File: config.mk
export PLATFORM = sky130hd
export DESIGN_NAME = quoted_line_tokenizer
export DESIGN_NICKNAME = d
export VERILOG_FILES = /design/src/rtl/qlt_pkg.sv /design/src/rtl/qlt_step.sv /design/src/rtl/quoted_line_tokenizer.sv
export SDC_FILE = /design/constraint.sdc
export NUM_CORES = 1
export LEC_CHECK = 0
export ABC_AREA = 1
export BUFFER_PORTS_ARGS = -buffer_cell sky130_fd_sc_hd__buf_2
export CAP_MARGIN = 20
export CORE_ASPECT_RATIO = 1.75
export CORE_UTILIZATION = 28
export CTS_BUF_LIST = sky130_fd_sc_hd__clkbuf_4 sky130_fd_sc_hd__clkbuf_8 sky130_fd_sc_hd__clkbuf_16
export DETAILED_ROUTE_END_ITERATION = 8
export PLACE_DENSITY_LB_ADDON = 0.25
export SLEW_MARGIN = 20
export SYNTH_ARGS = -nofsm -noshare
export SYNTH_HDL_FRONTEND = slang
export SYNTH_SLANG_ARGS = --single-unit
File: constraint.sdc
create_clock -name i_clk -period 4.6 [get_ports i_clk]
set_input_delay 0.92 -clock i_clk [delete_from_list [all_inputs] [get_ports i_clk]]
set_output_delay 0.92 -clock i_clk [all_outputs]
set_load 0.02 [all_outputs]
File: src/rtl/qlt_pkg.sv
// Types and constants of the quoted line tokenizer.
`default_nettype none

package qlt_pkg;

    localparam logic [7:0] CHR_HASH   = 8'h23;
    localparam logic [7:0] CHR_BSLASH = 8'h5C;
    localparam logic [7:0] CHR_SQUOTE = 8'h27;
    localparam logic [7:0] CHR_DQUOTE = 8'h22;
    localparam logic [7:0] CHR_SPACE  = 8'h20;
    localparam logic [7:0] CHR_TAB    = 8'h09;
    localparam logic [7:0] CHR_CR     = 8'h0D;

    localparam int unsigned CNT_W       = 4;
    localparam logic [CNT_W-1:0] CNT_MAX = '1;
    localparam logic [CNT_W-1:0] MAX_TOKENS_RST = 4'd10;

    // Register index of max_tokens on the configuration port.
    localparam logic REG_MAX_TOKENS = 1'b0;

    typedef enum logic [2:0] {
        PH_LEAD,
        PH_START,
        PH_TOKEN,
        PH_QUOTED,
        PH_DONE
    } t_phase;

    typedef enum logic [1:0] {
        ST_OK,
        ST_COMMENT,
        ST_QUOTE_ERR,
        ST_LIMIT
    } t_status;

    typedef struct packed {
        t_phase           phase;
        logic             quote_dbl;
        logic             esc;
        logic [CNT_W-1:0] count;
        t_status          status;
    } t_state;

    localparam t_state STATE_RST = '{
        phase:     PH_LEAD,
        quote_dbl: 1'b0,
        esc:       1'b0,
        count:     '0,
        status:    ST_OK
    };

    typedef struct packed {
        logic [1:0]       line_status;
        logic [CNT_W-1:0] token_count;
        logic [CNT_W-1:0] token_index;
        logic             token_close;
        logic             in_token;
        logic [7:0]       char_out;
    } t_result;

endpackage

`default_nettype wire

File: src/rtl/qlt_step.sv
// Per-byte next-state and result logic of the line tokenizer.
`default_nettype none

module qlt_step (
    input  var qlt_pkg::t_state  i_state,
    input  wire logic [7:0]      i_char,
    input  wire logic            i_last,
    input  wire logic [3:0]      i_max_tokens,
    output qlt_pkg::t_state      o_state,
    output qlt_pkg::t_result     o_result
);

    logic                          ws;
    logic                          quote;
    logic                          content;
    logic                          closed;
    logic [qlt_pkg::CNT_W-1:0]     lim;
    logic [qlt_pkg::CNT_W-1:0]     idx;
    logic [7:0]                    close_chr;
    qlt_pkg::t_state               nxt;

    assign ws    = (i_char == qlt_pkg::CHR_SPACE) ||
                   (i_char >= qlt_pkg::CHR_TAB && i_char <= qlt_pkg::CHR_CR);
    assign quote = (i_char == qlt_pkg::CHR_SQUOTE) || (i_char == qlt_pkg::CHR_DQUOTE);
    assign lim   = (i_max_tokens == '0) ? qlt_pkg::CNT_W'(1) : i_max_tokens;
    assign close_chr = i_state.quote_dbl ? qlt_pkg::CHR_DQUOTE : qlt_pkg::CHR_SQUOTE;

    always_comb begin
        nxt     = i_state;
        nxt.esc = 1'b0;
        content = 1'b0;
        closed  = 1'b0;
        idx     = '0;

        if (i_state.esc &&
            (i_state.phase == qlt_pkg::PH_TOKEN || i_state.phase == qlt_pkg::PH_QUOTED)) begin
            content = 1'b1;
        end else begin
            case (i_state.phase)
                qlt_pkg::PH_LEAD, qlt_pkg::PH_START: begin
                    if (ws) begin
                        nxt.phase = i_state.phase;
                    end else if (i_state.phase == qlt_pkg::PH_LEAD &&
                                 i_char == qlt_pkg::CHR_HASH) begin
                        nxt.status = qlt_pkg::ST_COMMENT;
                        nxt.phase  = qlt_pkg::PH_DONE;
                    end else if (quote) begin
                        nxt.quote_dbl = (i_char == qlt_pkg::CHR_DQUOTE);
                        nxt.phase     = qlt_pkg::PH_QUOTED;
                    end else begin
                        content   = 1'b1;
                        nxt.phase = qlt_pkg::PH_TOKEN;
                        nxt.esc   = (i_char == qlt_pkg::CHR_BSLASH);
                    end
                end
                qlt_pkg::PH_TOKEN: begin
                    if (ws) begin
                        closed = 1'b1;
                    end else if (quote) begin
                        nxt.status = qlt_pkg::ST_QUOTE_ERR;
                        nxt.phase  = qlt_pkg::PH_DONE;
                    end else begin
                        content = 1'b1;
                        nxt.esc = (i_char == qlt_pkg::CHR_BSLASH);
                    end
                end
                qlt_pkg::PH_QUOTED: begin
                    if (i_char == close_chr) begin
                        closed = 1'b1;
                    end else begin
                        content = 1'b1;
                        nxt.esc = (i_char == qlt_pkg::CHR_BSLASH);
                    end
                end
                default: begin
                    nxt.phase = i_state.phase;
                end
            endcase
        end

        if (content || closed) begin
            idx = i_state.count;
        end
        if (closed) begin
            if (i_state.count != qlt_pkg::CNT_MAX) begin
                nxt.count = i_state.count + qlt_pkg::CNT_W'(1);
            end
            nxt.quote_dbl = 1'b0;
            nxt.phase     = qlt_pkg::PH_START;
            if (nxt.count >= lim) begin
                nxt.status = qlt_pkg::ST_LIMIT;
                nxt.phase  = qlt_pkg::PH_DONE;
            end
        end
    end

    always_comb begin
        o_result.char_out    = i_char;
        o_result.in_token    = content;
        o_result.token_close = closed;
        o_result.token_index = idx;
        o_result.token_count = nxt.count;
        o_result.line_status = nxt.status;
        o_state              = i_last ? qlt_pkg::STATE_RST : nxt;
    end

endmodule

`default_nettype wire

File: src/rtl/quoted_line_tokenizer.sv
// Top level of the quoted line tokenizer: request registers, line state, APB register.
//
//  channel  | dir | handshake          | payload
//  ---------+-----+--------------------+-----------------------------------------
//  s_*      | in  | s_tvalid/s_tready  | tdata char_in, tlast is_last
//  m_*      | out | m_tvalid/m_tready  | tdata result fields, tlast line_end
//  apb      | in  | psel/penable       | max_tokens at address 0
//
// One byte per cycle while m_tready does not stall; a request passes the input register,
// then the result register with the line state update, before it appears on m_*.
// Reset (synchronous) empties both registers, clears the line state and sets
// max_tokens to 10. A stalled m_tready holds the result; the input register
// still takes one more request behind it.
`default_nettype none

module quoted_line_tokenizer (
    input  wire logic        i_clk,
    input  wire logic        i_rst_n,
    input  wire logic        s_tvalid,
    output var  logic        s_tready,
    input  wire logic [7:0]  s_tdata,   // [7:0] char_in
    input  wire logic        s_tlast,
    output var  logic        m_tvalid,
    input  wire logic        m_tready,
    // [7:0] char_out, [8] in_token, [9] token_close, [13:10] token_index,
    // [17:14] token_count, [19:18] line_status, [23:20] zero
    output var  logic [23:0] m_tdata,
    output var  logic        m_tlast,
    input  wire logic        psel,
    input  wire logic        penable,
    input  wire logic        pwrite,
    input  wire logic [2:0]  paddr,
    input  wire logic [31:0] pwdata,
    output var  logic [31:0] prdata,
    output var  logic        pready
);

    logic                r_in_valid;
    logic [7:0]          r_in_char;
    logic                r_in_last;
    logic                r_out_valid;
    qlt_pkg::t_result    r_out;
    logic                r_out_last;
    qlt_pkg::t_state     r_state;
    logic [3:0]          r_max_tokens;
    qlt_pkg::t_state     n_state;
    qlt_pkg::t_result    n_out;
    logic                adv;
    logic                reg_sel;

    assign adv      = r_in_valid && (!r_out_valid || m_tready);
    assign s_tready = !r_in_valid || adv;
    assign reg_sel  = (paddr[2] == qlt_pkg::REG_MAX_TOKENS);

    qlt_step u_step (
        .i_state      (r_state),
        .i_char       (r_in_char),
        .i_last       (r_in_last),
        .i_max_tokens (r_max_tokens),
        .o_state      (n_state),
        .o_result     (n_out)
    );

    always_ff @(posedge i_clk) begin
        if (!i_rst_n) begin
            r_in_valid <= 1'b0;
        end else if (s_tready) begin
            r_in_valid <= s_tvalid;
        end
    end

    always_ff @(posedge i_clk) begin
        if (s_tvalid && s_tready) begin
            r_in_char <= s_tdata;
            r_in_last <= s_tlast;
        end
    end

    always_ff @(posedge i_clk) begin
        if (!i_rst_n) begin
            r_out_valid <= 1'b0;
            r_state     <= qlt_pkg::STATE_RST;
        end else if (adv) begin
            r_out_valid <= 1'b1;
            r_state     <= n_state;
        end else if (m_tready) begin
            r_out_valid <= 1'b0;
        end
    end

    always_ff @(posedge i_clk) begin
        if (adv) begin
            r_out      <= n_out;
            r_out_last <= r_in_last;
        end
    end

    always_ff @(posedge i_clk) begin
        if (!i_rst_n) begin
            r_max_tokens <= qlt_pkg::MAX_TOKENS_RST;
        end else if (psel && penable && pwrite && pready && reg_sel) begin
            r_max_tokens <= pwdata[3:0];
        end
    end

    assign m_tvalid = r_out_valid;
    assign m_tdata  = {4'd0, r_out};
    assign m_tlast  = r_out_last;
    assign pready   = 1'b1;
    assign prdata   = reg_sel ? {28'd0, r_max_tokens} : 32'd0;

endmodule

`default_nettype wire

# --- Word level (Yosys, flattened, before mapping) ---
# Cells that the tools add are included.
word_totals:
  word_cells: 107
  regBits: 47
  in_bits: 51
op_classes:
  n_bitwise: 1
  n_mux: 44
  reduce_logical: 25
  add_sub_neg: 1
  order_cmp: 3
  n_eq_ne: 16
ops:
  columns: ["cell", "count"]
  rows:
  - ["$eq A8 B6 Y1 const B", 4]
  - ["$mux W4", 5]
  - ["$mux W3", 6]
  - ["$mux W1", 17]
  - ["$mux W2", 8]
  - ["$ne A4 B4 Y1 const B", 3]
  - ["$reduce_and A6 Y1", 2]
  - ["$mux W11", 1]
  - ["$eq A8 B7 Y1 const B", 1]
  - ["$eq A8 B8 Y1", 1]
  - ["$ge A8 B4 Y1 const B", 1]
  - ["$le A8 B4 Y1 const B", 1]
  - ["$logic_and A1 B1 Y1", 8]
  - ["$eq A3 B2 Y1 const B", 2]
  - ["$logic_or A1 B1 Y1", 6]
  - ["$mux W6", 1]
  - ["$ne A3 B2 Y1 const B", 2]
  - ["$pmux W1 S3", 2]
  - ["$pmux W3 S2", 1]
  - ["$reduce_bool A3 Y1", 2]
  - ["$mux W5", 1]
  - ["$add A4 B1 Y4 const B", 1]
  - ["$ge A4 B4 Y1", 1]
  - ["$logic_not A4 Y1", 1]
  - ["other kinds (11)", 12]

# --- Logic depth before layout (Yosys ltp) ---
# Gate-level depths: netlist of the first run.
depth:
  ltp_word: 11
  ltp_mapped: 16

# --- By module ---
# From an unflattened synthesis of the first run, not the netlist that was laid out.
unflattened:
  hier_cells: 363
  hier_area_um2: 2904.0
modules_own_cells:
  columns: ["mod", "n_inst", "cells_each", "seq_area_each_um2", "area_each_um2"]
  rows:
  - ["quoted_line_tokenizer", 1, 184, 1241.2, 1919.3]
  - ["qlt_step", 1, 179, 0.0, 984.7]

# --- Least setup slack after synthesis of the first run ---
# Ideal clock, no wire load.
synth_timing:
  kind: "input to output"
  from: "input paddr[2]"
  to: "output prdata[0]"
  path_slack_ns: 2.467
  n_path_buf: 0
  stages: 1
  t_required_ns: 3.680
  t_arrival_ns: 1.213
  path_cell_list: "nor2_1"
synth_between:
  elab_chain_cells: 1
synth_lines:
  columns: ["item", "line_no", "text"]
  rows:
  - ["start: declaration", "quoted_line_tokenizer.sv:32", "input wire logic [2:0] paddr,"]
  - ["$mux W4", "quoted_line_tokenizer.sv:110", "assign prdata = reg_sel ? {28'd0, r_max_tokens} : 32'd0;"]
  - ["end: declaration", "quoted_line_tokenizer.sv:34", "output var logic [31:0] prdata,"]
# No other way between the ends.

==> impl_metrics.sql, run 1 <==
INSERT INTO impl_metrics (metric_group, metric, value, unit) VALUES
('sta', 'skew', '0.00320', 'ns'),
('final_layout', 'post_layout_nonfiller_instances', '461', ''),
('die', 'core_area', '8730', 'um2'),
('logic_synthesis', 'synthAdderAreaFrac', '2.48', '%'),
('clocking', 'clkSinkCount', '47', ''),
('die', 'die-height', '127', 'um'),
('clocking', 'post_cts_resized', '0', ''),
('grt', 'grt_overflow_total', '0', ''),
('clocking', 'ctsLongestPathBuffers', '2', ''),
('sta', 'slew_headroom', '45.0', '%'),
('logic_synthesis', 'synth_top_family_by_area', 'simple AND/OR/NAND/NOR gates', ''),
('routing', 'detailroute.via_count', '1958', ''),
('clocking', 'cts_htree_levels', '2', ''),
('sta', 'setup_viol', '0', ''),
('power_and_ir_drop', 'standby_leakage_power', '1.33', 'nW'),
('routing', 'avgViaCountPerCell', '4.25', ''),
('power_and_ir_drop', 'clkPwrFrac', '44.0', '%'),
('placed_design', 'placed_cells', '453', ''),
('power_and_ir_drop', 'powerDensity', '361', 'nW/um2'),
('clocking', 'tritoncts.num_buffers', '5', ''),
('power_and_ir_drop', 'p_switching', '0.247', 'mW'),
('grt', 'number_of_global_route_vias_before_repair', '1808', ''),
('setup_path', 'crit_required', '4.81', 'ns'),
('logic_synthesis', 'yosys.area_share.simple', '24.4', '%'),
('logic_synthesis', 'synth_seq_cells', '47', ''),
('setup_path', 'path_cells', 'ha_1 > nand2_1 > inv_1 > nand2_1 > o21ai_0 > ha_1 > inv_1 > nor2_1 > nor2_1 > o211ai_1 > nand3_1 > nand3_1 > nand2_1 > a21oi_1', ''),
('clocking', 'clkLatencyLatePin', '0.29', 'ns'),
('setup_path', 'critical_path.max_fanout', '5', ''),
('logic_synthesis', 'number_of_flops_mapped_to_enable_cells_by_yosys', '30', ''),
('logic_synthesis', 'async_flop_share', '0', '%'),
('logic_synthesis', 'synth.avg_cell_area', '8.57', 'um2'),
('die', 'initial_core_util', '28.9', '%'),
('flow_run', 'max-cap-violations', '0', ''),
('clocking', 'cts_tree', 'yes', ''),
('routing', 'drt_first_iter_violations', '107', ''),
('final_layout', 'layout-drive-gt1-share', '20.9', '%'),
('setup_path', 'total_buffers_and_inverters_traversed_by_the_critical_path', '2', ''),
('sta', 'worstMarginPinSlew', '0.824', 'ns'),
('placed_design', 'io_buffer_count', '47', ''),
('grt', 'grt_start_max_net_pins', '22', ''),
('power_and_ir_drop', 'seqPwrFrac', '45.2', '%'),
('setup_path', 'critPathMaxStageDelay', '0.40', 'ns'),
('die', 'io-pin-count', '111', ''),
('sta', 'finalCriticalPeriod', '2.44', 'ns'),
('clocking', 'cts-hold-fix-buffers', '0', ''),
('setup_path', 'crit_path_top_cell_by_count', 'nand2_1', ''),
('sta', 'unrepaired_setup_endpoints_after_global_routing', 'false', ''),
('setup_path', 'critical_path_arrival', '2.65', 'ns'),
('grt', 'number_of_antenna_violations_at_the_first_check_in_global_routing', '0', ''),
('routing', 'finalWirelength', '5100', 'um'),
('final_layout', 'insertedDiodeCount', '0', ''),
('routing', 'dr.pass1.iters', '4', ''),
('run_status', 'run_status', 'finished clean', ''),
('final_layout', 'filler_cells', '919', ''),
('logic_synthesis', 'synth.yosys.seq_area_share', '49.3', '%'),
('setup_path', 'timing.critical_path.max_delay_family', 'compound AO/OA/AOI/OAI gates', ''),
('routing', 'remaining_drc_errors', '0', ''),
('setup_path', 'crit_slowest_cell', 'dfxtp_1', ''),
('setup_path', 'worst-setup-path-type', 'register to register', ''),
('final_layout', 'mostFrequentLayoutCell', 'nand2_1', ''),
('placed_design', 'routabilityCongestion', '0.836', ''),
('final_layout', 'finish.net_count', '399', ''),
('logic_synthesis', 'synth_compound_area_share', '7.55', '%'),
('setup_path', 'worst_setup_path_start_kind', 'register', ''),
('sta', 'fin_setup_tns', '0', 'ns'),
('placed_design', 'dp_hpwl', '3960', 'um'),
('min_path', 'hold_path_class', 'register to register', ''),
('die', 'dieWidth', '73.7', 'um'),
('sta', 'post-route-period-util', '53.0', '%'),
('final_layout', 'highest_count_cells_in_the_layout_ignoring_fill_and_taps', 'nand2_1, buf_2, conb_1', ''),
('power_and_ir_drop', 'power.combinational.fraction', '10.9', '%');
[per-layer routing]
metal  vias to the layer above  GRT usage [%]  share of wire, %
li1                       1000              -                 -
met1                       881           11.6                37
met2                        65           21.1                54
met3                        12           2.29               4.1
met4                         0           8.60               4.7
met5                         -              0                 0
[sequential cells by signal, indices dropped and copies added, names as in the netlist]
name,count
r_in_last,1
r_in_char,8
m_tdata,20
m_tlast,1
r_in_valid,1
m_tvalid,1
r_max_tokens,4
r_state,11
[cell families after synthesis]
kind of cell / after synthesis
AND/OR/NAND/NOR: 136
buffers and inverters: 70
flip-flops: 47
AO/OA/AOI/OAI: 33
adder cells (fa/ha/maj): 5
other: 2
XOR/XNOR: 1
[power groups by stage]
stage / Sequential [mW] / Combinational [mW] / Clock (mW)
2_1_floorplan: 0.498 / 0.0947 / 0
3_3_place_gp: 0.489 / 0.115 / 0
3_5_place_dp: 0.489 / 0.116 / 0
4_1_cts: 0.480 / 0.117 / 0.479
5_1_grt: 0.482 / 0.128 / 0.493
6_report: 0.480 / 0.115 / 0.467
[worst min-delay path, stage by stage, from the launching register on]
cell and delay, ns:
dfxtp_1 0.32, nand2_1 0.06, a21oi_1 0.05
[cell type report]
class / count / area (um2) / share of cell area, %
clock buffers: 6 / 133 / 4.50
clock inverters: 2 / 60.1 / 2.04
inverters: 34 / 128 / 4.33
multi-input cells: 208 / 1000 / 34.0
flip-flops and latches: 47 / 1240 / 42.2
well taps: 117 / 146 / 4.97
repair buffers: 47 / 235 / 7.99
[final timing paths]
path	startpoint	slack (ns)	endpoint	cells after the start
worst min register to register	r_state[5]$_SDFFE_PN0P_	0.48	r_state[5]$_SDFFE_PN0P_	2
worst max-delay path	r_state[2]$_SDFFE_PN0P_	2.16	r_state[0]$_SDFFE_PN0P_	14
worst min-delay path	r_state[5]$_SDFFE_PN0P_	0.48	r_state[5]$_SDFFE_PN0P_	2
worst max register to register	r_state[2]$_SDFFE_PN0P_	2.16	r_state[0]$_SDFFE_PN0P_	14
[stage by stage]
step / hold slack [ns] / util, % / worst slack, ns / area (um2)
after floorplan: 0.450 / - / 2.47 / 2640
after global placement: 0.468 / 31.5 / 2.04 / 2750
after detailed placement: 0.475 / 31.5 / 2.01 / 2750
after CTS: 0.485 / 33.7 / 2.17 / 2940
after global routing: 0.515 / 33.7 / 1.87 / 2940
final: 0.483 / 33.7 / 2.16 / 2940
[cell usage after synthesis, drive strengths merged (2+ instances only)]
cell type / n / area share (%)
o21ai: 6 / 1.2
inv: 33 / 4.9
edfxtp: 30 / 36
dfxtp: 17 / 14
nor2: 32 / 5.4
nand4: 5 / 1.2
nand3b: 3 / 0.89
a21oi: 17 / 3.4
nor3: 4 / 0.79
ha: 5 / 2.5
buf: 34 / 10
o21a: 3 / 0.89
clkbuf: 2 / 0.30
o211ai: 6 / 1.8
nand2: 71 / 12
conb: 2 / 0.30
nand3: 19 / 4.0
No activity file was read; power rests on OpenSTA's default activity.
==> run 2: changes to the inputs <==
Clock period 4.6 ns to 2.3 ns, I/O delays scaled along.
==> run 2 against run 1 <==
Effect of this change:
- power rose by 88%
- flip-flop and latch count unchanged
- non-clock buffer count is 6 higher
- maximum frequency rose by 14%
- clock power increased by 73%
- global-route usage increased by 0.067 points
- final cell count grew 1.3%
- via count up 0.97%
- worst setup slack got worse by 2.0 ns
- critical path depth grew 2
- sequential share of layout area decreased by 0.49 points
- largest cell class unchanged
- largest power group unchanged
==> impl_metrics.sql, run 2 (synthesized netlist as in run 1, its figures left out) <==
INSERT INTO impl_metrics (metric_group, metric, value, unit) VALUES
('clocking', 'root_buffer', 'clkbuf_16', ''),
('routing', 'drt.antenna.violating_nets', '0', ''),
('die', 'initial_core_util', '28.9', '%'),
('grt', 'grt_pass1_wl', '8250', 'um'),
('final_layout', 'insertedDiodeCount', '0', ''),
('setup_path', 'crit_required', '2.49', 'ns'),
('clocking', 'cts-hold-fix-buffers', '0', ''),
('clocking', 'clkLatencyLatePin', '0.29', 'ns'),
('die', 'placement_rows', '45', ''),
('routing', 'dr.pass1.iters', '4', ''),
('final_layout', 'mostFrequentLayoutCell', 'nand2_1', ''),
('power_and_ir_drop', 'standby_leakage_power', '1.35', 'nW'),
('setup_path', 'crit_slowest_cell', 'dfxtp_1', ''),
('final_layout', 'area_growth_syn_to_layout', '18.3', '%'),
('final_layout', 'fin_util', '34.2', '%'),
('routing', 'drt_first_iter_violations', '81', ''),
('placed_design', 'placement.cell_area', '2790', 'um2'),
('routing', 'detailroute.via_count', '1977', ''),
('routing', 'wl_per_cell', '11.2', 'um'),
('setup_path', 'worst_setup_path_start_kind', 'register', ''),
('setup_path', 'timing.critical_path.max_delay_family', 'simple AND/OR/NAND/NOR gates', ''),
('sta', 'setup_viol', '0', ''),
('clocking', 'clkSinkCount', '47', ''),
('setup_path', 'total_buffers_and_inverters_traversed_by_the_critical_path', '3', ''),
('power_and_ir_drop', 'worst_ir_drop_vdd', '0.000299', 'V'),
('setup_path', 'critical_path_arrival', '2.33', 'ns'),
('sta', 'timing.final.hold_violations', '0', ''),
('placed_design', 'dp_hpwl', '4080', 'um'),
('grt', 'grt_overflow_total', '0', ''),
('sta', 'skew', '0.00395', 'ns'),
('die', 'design.die.area', '9400', 'um2'),
('setup_path', 'critical_path.endpoint_type', 'register', ''),
('clocking', 'post_cts_clock_slew_at_the_launch_and_capture_registers_of_the_worst_setup_and_hold_paths', '0.06', 'ns'),
('routing', 'remaining_drc_errors', '0', ''),
('grt', 'number_of_global_route_vias_before_repair', '1833', ''),
('sta', 'max_freq', '466', 'MHz'),
('grt', 'groute.usage.overall', '11.9', '%'),
('sta', 'worst_setup_margin', '0.154', 'ns'),
('sta', 'post-route-period-util', '93.3', '%'),
('die', 'dieWidth', '73.7', 'um'),
('clocking', 'tritoncts.num_buffers', '5', ''),
('placed_design', 'worst_setup_slack_after_placement', '0.00703', 'ns'),
('sta', 'finalMaxSlewViolations', '0', ''),
('final_layout', 'highest_count_cells_in_the_layout_ignoring_fill_and_taps', 'nand2_1, buf_2, conb_1', ''),
('grt', 'grt_start_max_net_pins', '21', ''),
('sta', 'hold_ws', '0.343', 'ns'),
('clocking', 'cts_htree_levels', '2', ''),
('setup_path', 'critical_path.max_fanout', '4', ''),
('routing', 'avgViaCountPerCell', '4.23', ''),
('die', 'io-pin-count', '111', ''),
('grt', 'number_of_antenna_violations_at_the_first_check_in_global_routing', '0', ''),
('sta', 'fin_setup_tns', '0', 'ns'),
('sta', 'finalCriticalPeriod', '2.15', 'ns'),
('placed_design', 'io_buffer_count', '47', ''),
('run_status', 'run_status', 'finished clean', ''),
('final_layout', 'finish.net_count', '405', ''),
('clocking', 'ctsLongestPathBuffers', '2', ''),
('power_and_ir_drop', 'powerDensity', '671', 'nW/um2'),
('setup_path', 'path_cells', 'ha_2 > nand2_1 > inv_2 > nand2_2 > o21ai_1 > ha_1 > inv_1 > nor2_1 > nor2_1 > o211ai_1 > buf_4 > nand3b_1 > nand3_1 > nand2_1 > nand2_1 > nor2_1', ''),
('routing', 'finalWirelength', '5250', 'um'),
('final_layout', 'layout-drive-gt1-share', '24.0', '%'),
('clocking', 'cts_tree', 'yes', ''),
('min_path', 'hold_path_class', 'input port to register', ''),
('die', 'die-height', '127', 'um'),
('final_layout', 'largest_reg_flops', '20', ''),
('placed_design', 'routabilityCongestion', '0.866', ''),
('flow_run', 'max-cap-violations', '0', ''),
('final_layout', 'finalInstanceArea', '2980', 'um2'),
('setup_path', 'worst-setup-path-type', 'register to register', ''),
('die', 'core_area', '8730', 'um2'),
('setup_path', 'critPathMaxStageDelay', '0.34', 'ns');
run 2: cell count changes in the layout (fill, tap and decap cells not counted), sizes merged:
cell	previous run	this run
buf	47	53
clkinv	1	3
bufinv	2	1
clkbuf	6	5
run 2: metal layers:
layer | part of all wire (%) | track usage (%) | vias to the layer above | wire, um
li1 | - | - | 1014 | -
met1 | 37 | 11.5 | 899 | 1950
met2 | 55 | 22.3 | 56 | 2910
met3 | 4.2 | 2.05 | 8 | 223
met4 | 3.1 | 7.13 | 0 | 162
met5 | 0 | 0 | - | 0
run 2: cell type report:
class	instances	area, um2
Clock buffer	5	125
Clock inverter	3	38.8
Fill cell	943	5750
Inverter	34	128
Multi-Input combinational cell	208	1020
Sequential cell	47	1240
Tap cell	117	146
Timing Repair Buffer	53	280
run 2: worst reg2reg max path, cell delays in order, from the launching register on:
cell and delay, ns:
dfxtp_1 0.34, ha_2 0.19, nand2_1 0.07, inv_2 0.07, nand2_2 0.07, o21ai_1 0.20
ha_1 0.28, inv_1 0.06, nor2_1 0.03, nor2_1 0.10, o211ai_1 0.10, buf_4 0.15
nand3b_1 0.16, nand3_1 0.10, nand2_1 0.05, nand2_1 0.05, nor2_1 0.04
run 2: per-stage QoR:
| stage | instances | power (mW) |
|---|---|---|
| floorplan | 325 | 1.19 |
| global placement | 458 | 1.21 |
| detailed placement | 458 | 1.21 |
| CTS | 467 | 2.03 |
| global route | 467 | 2.08 |
| finish | 467 | 2.00 |
run 2: path summary, 6_finish.rpt:
path | from | end | slack, ns | depth (start not counted)
hold reg to reg | r_state[0]$_SDFFE_PN0P_ | r_state[0]$_SDFFE_PN0P_ | 0.49 | 2
setup / recovery | r_state[3]$_SDFFE_PN0P_ | r_state[10]$_SDFFE_PN0P_ | 0.15 | 16
setup reg to reg | r_state[3]$_SDFFE_PN0P_ | r_state[10]$_SDFFE_PN0P_ | 0.15 | 16
hold / removal | s_tdata[5] | r_in_char[5]$_DFFE_PP_ | 0.34 | 1
run 2: power by group:
part	total [mW]	internal, mW	switching [mW]
sequential	0.960	0.937	0.0231
combinational	0.233	0.0608	0.173
clock	0.808	0.507	0.301
total	2.00	1.50	0.497
run 2: timing repair:
item / in CTS / in global routing
setup endpoints to repair: 1 / 6
resized for setup: 3 / 5
pin swaps: 2 / 0
buffers inserted: 1 / 0
hold endpoints to repair: 0 / 0
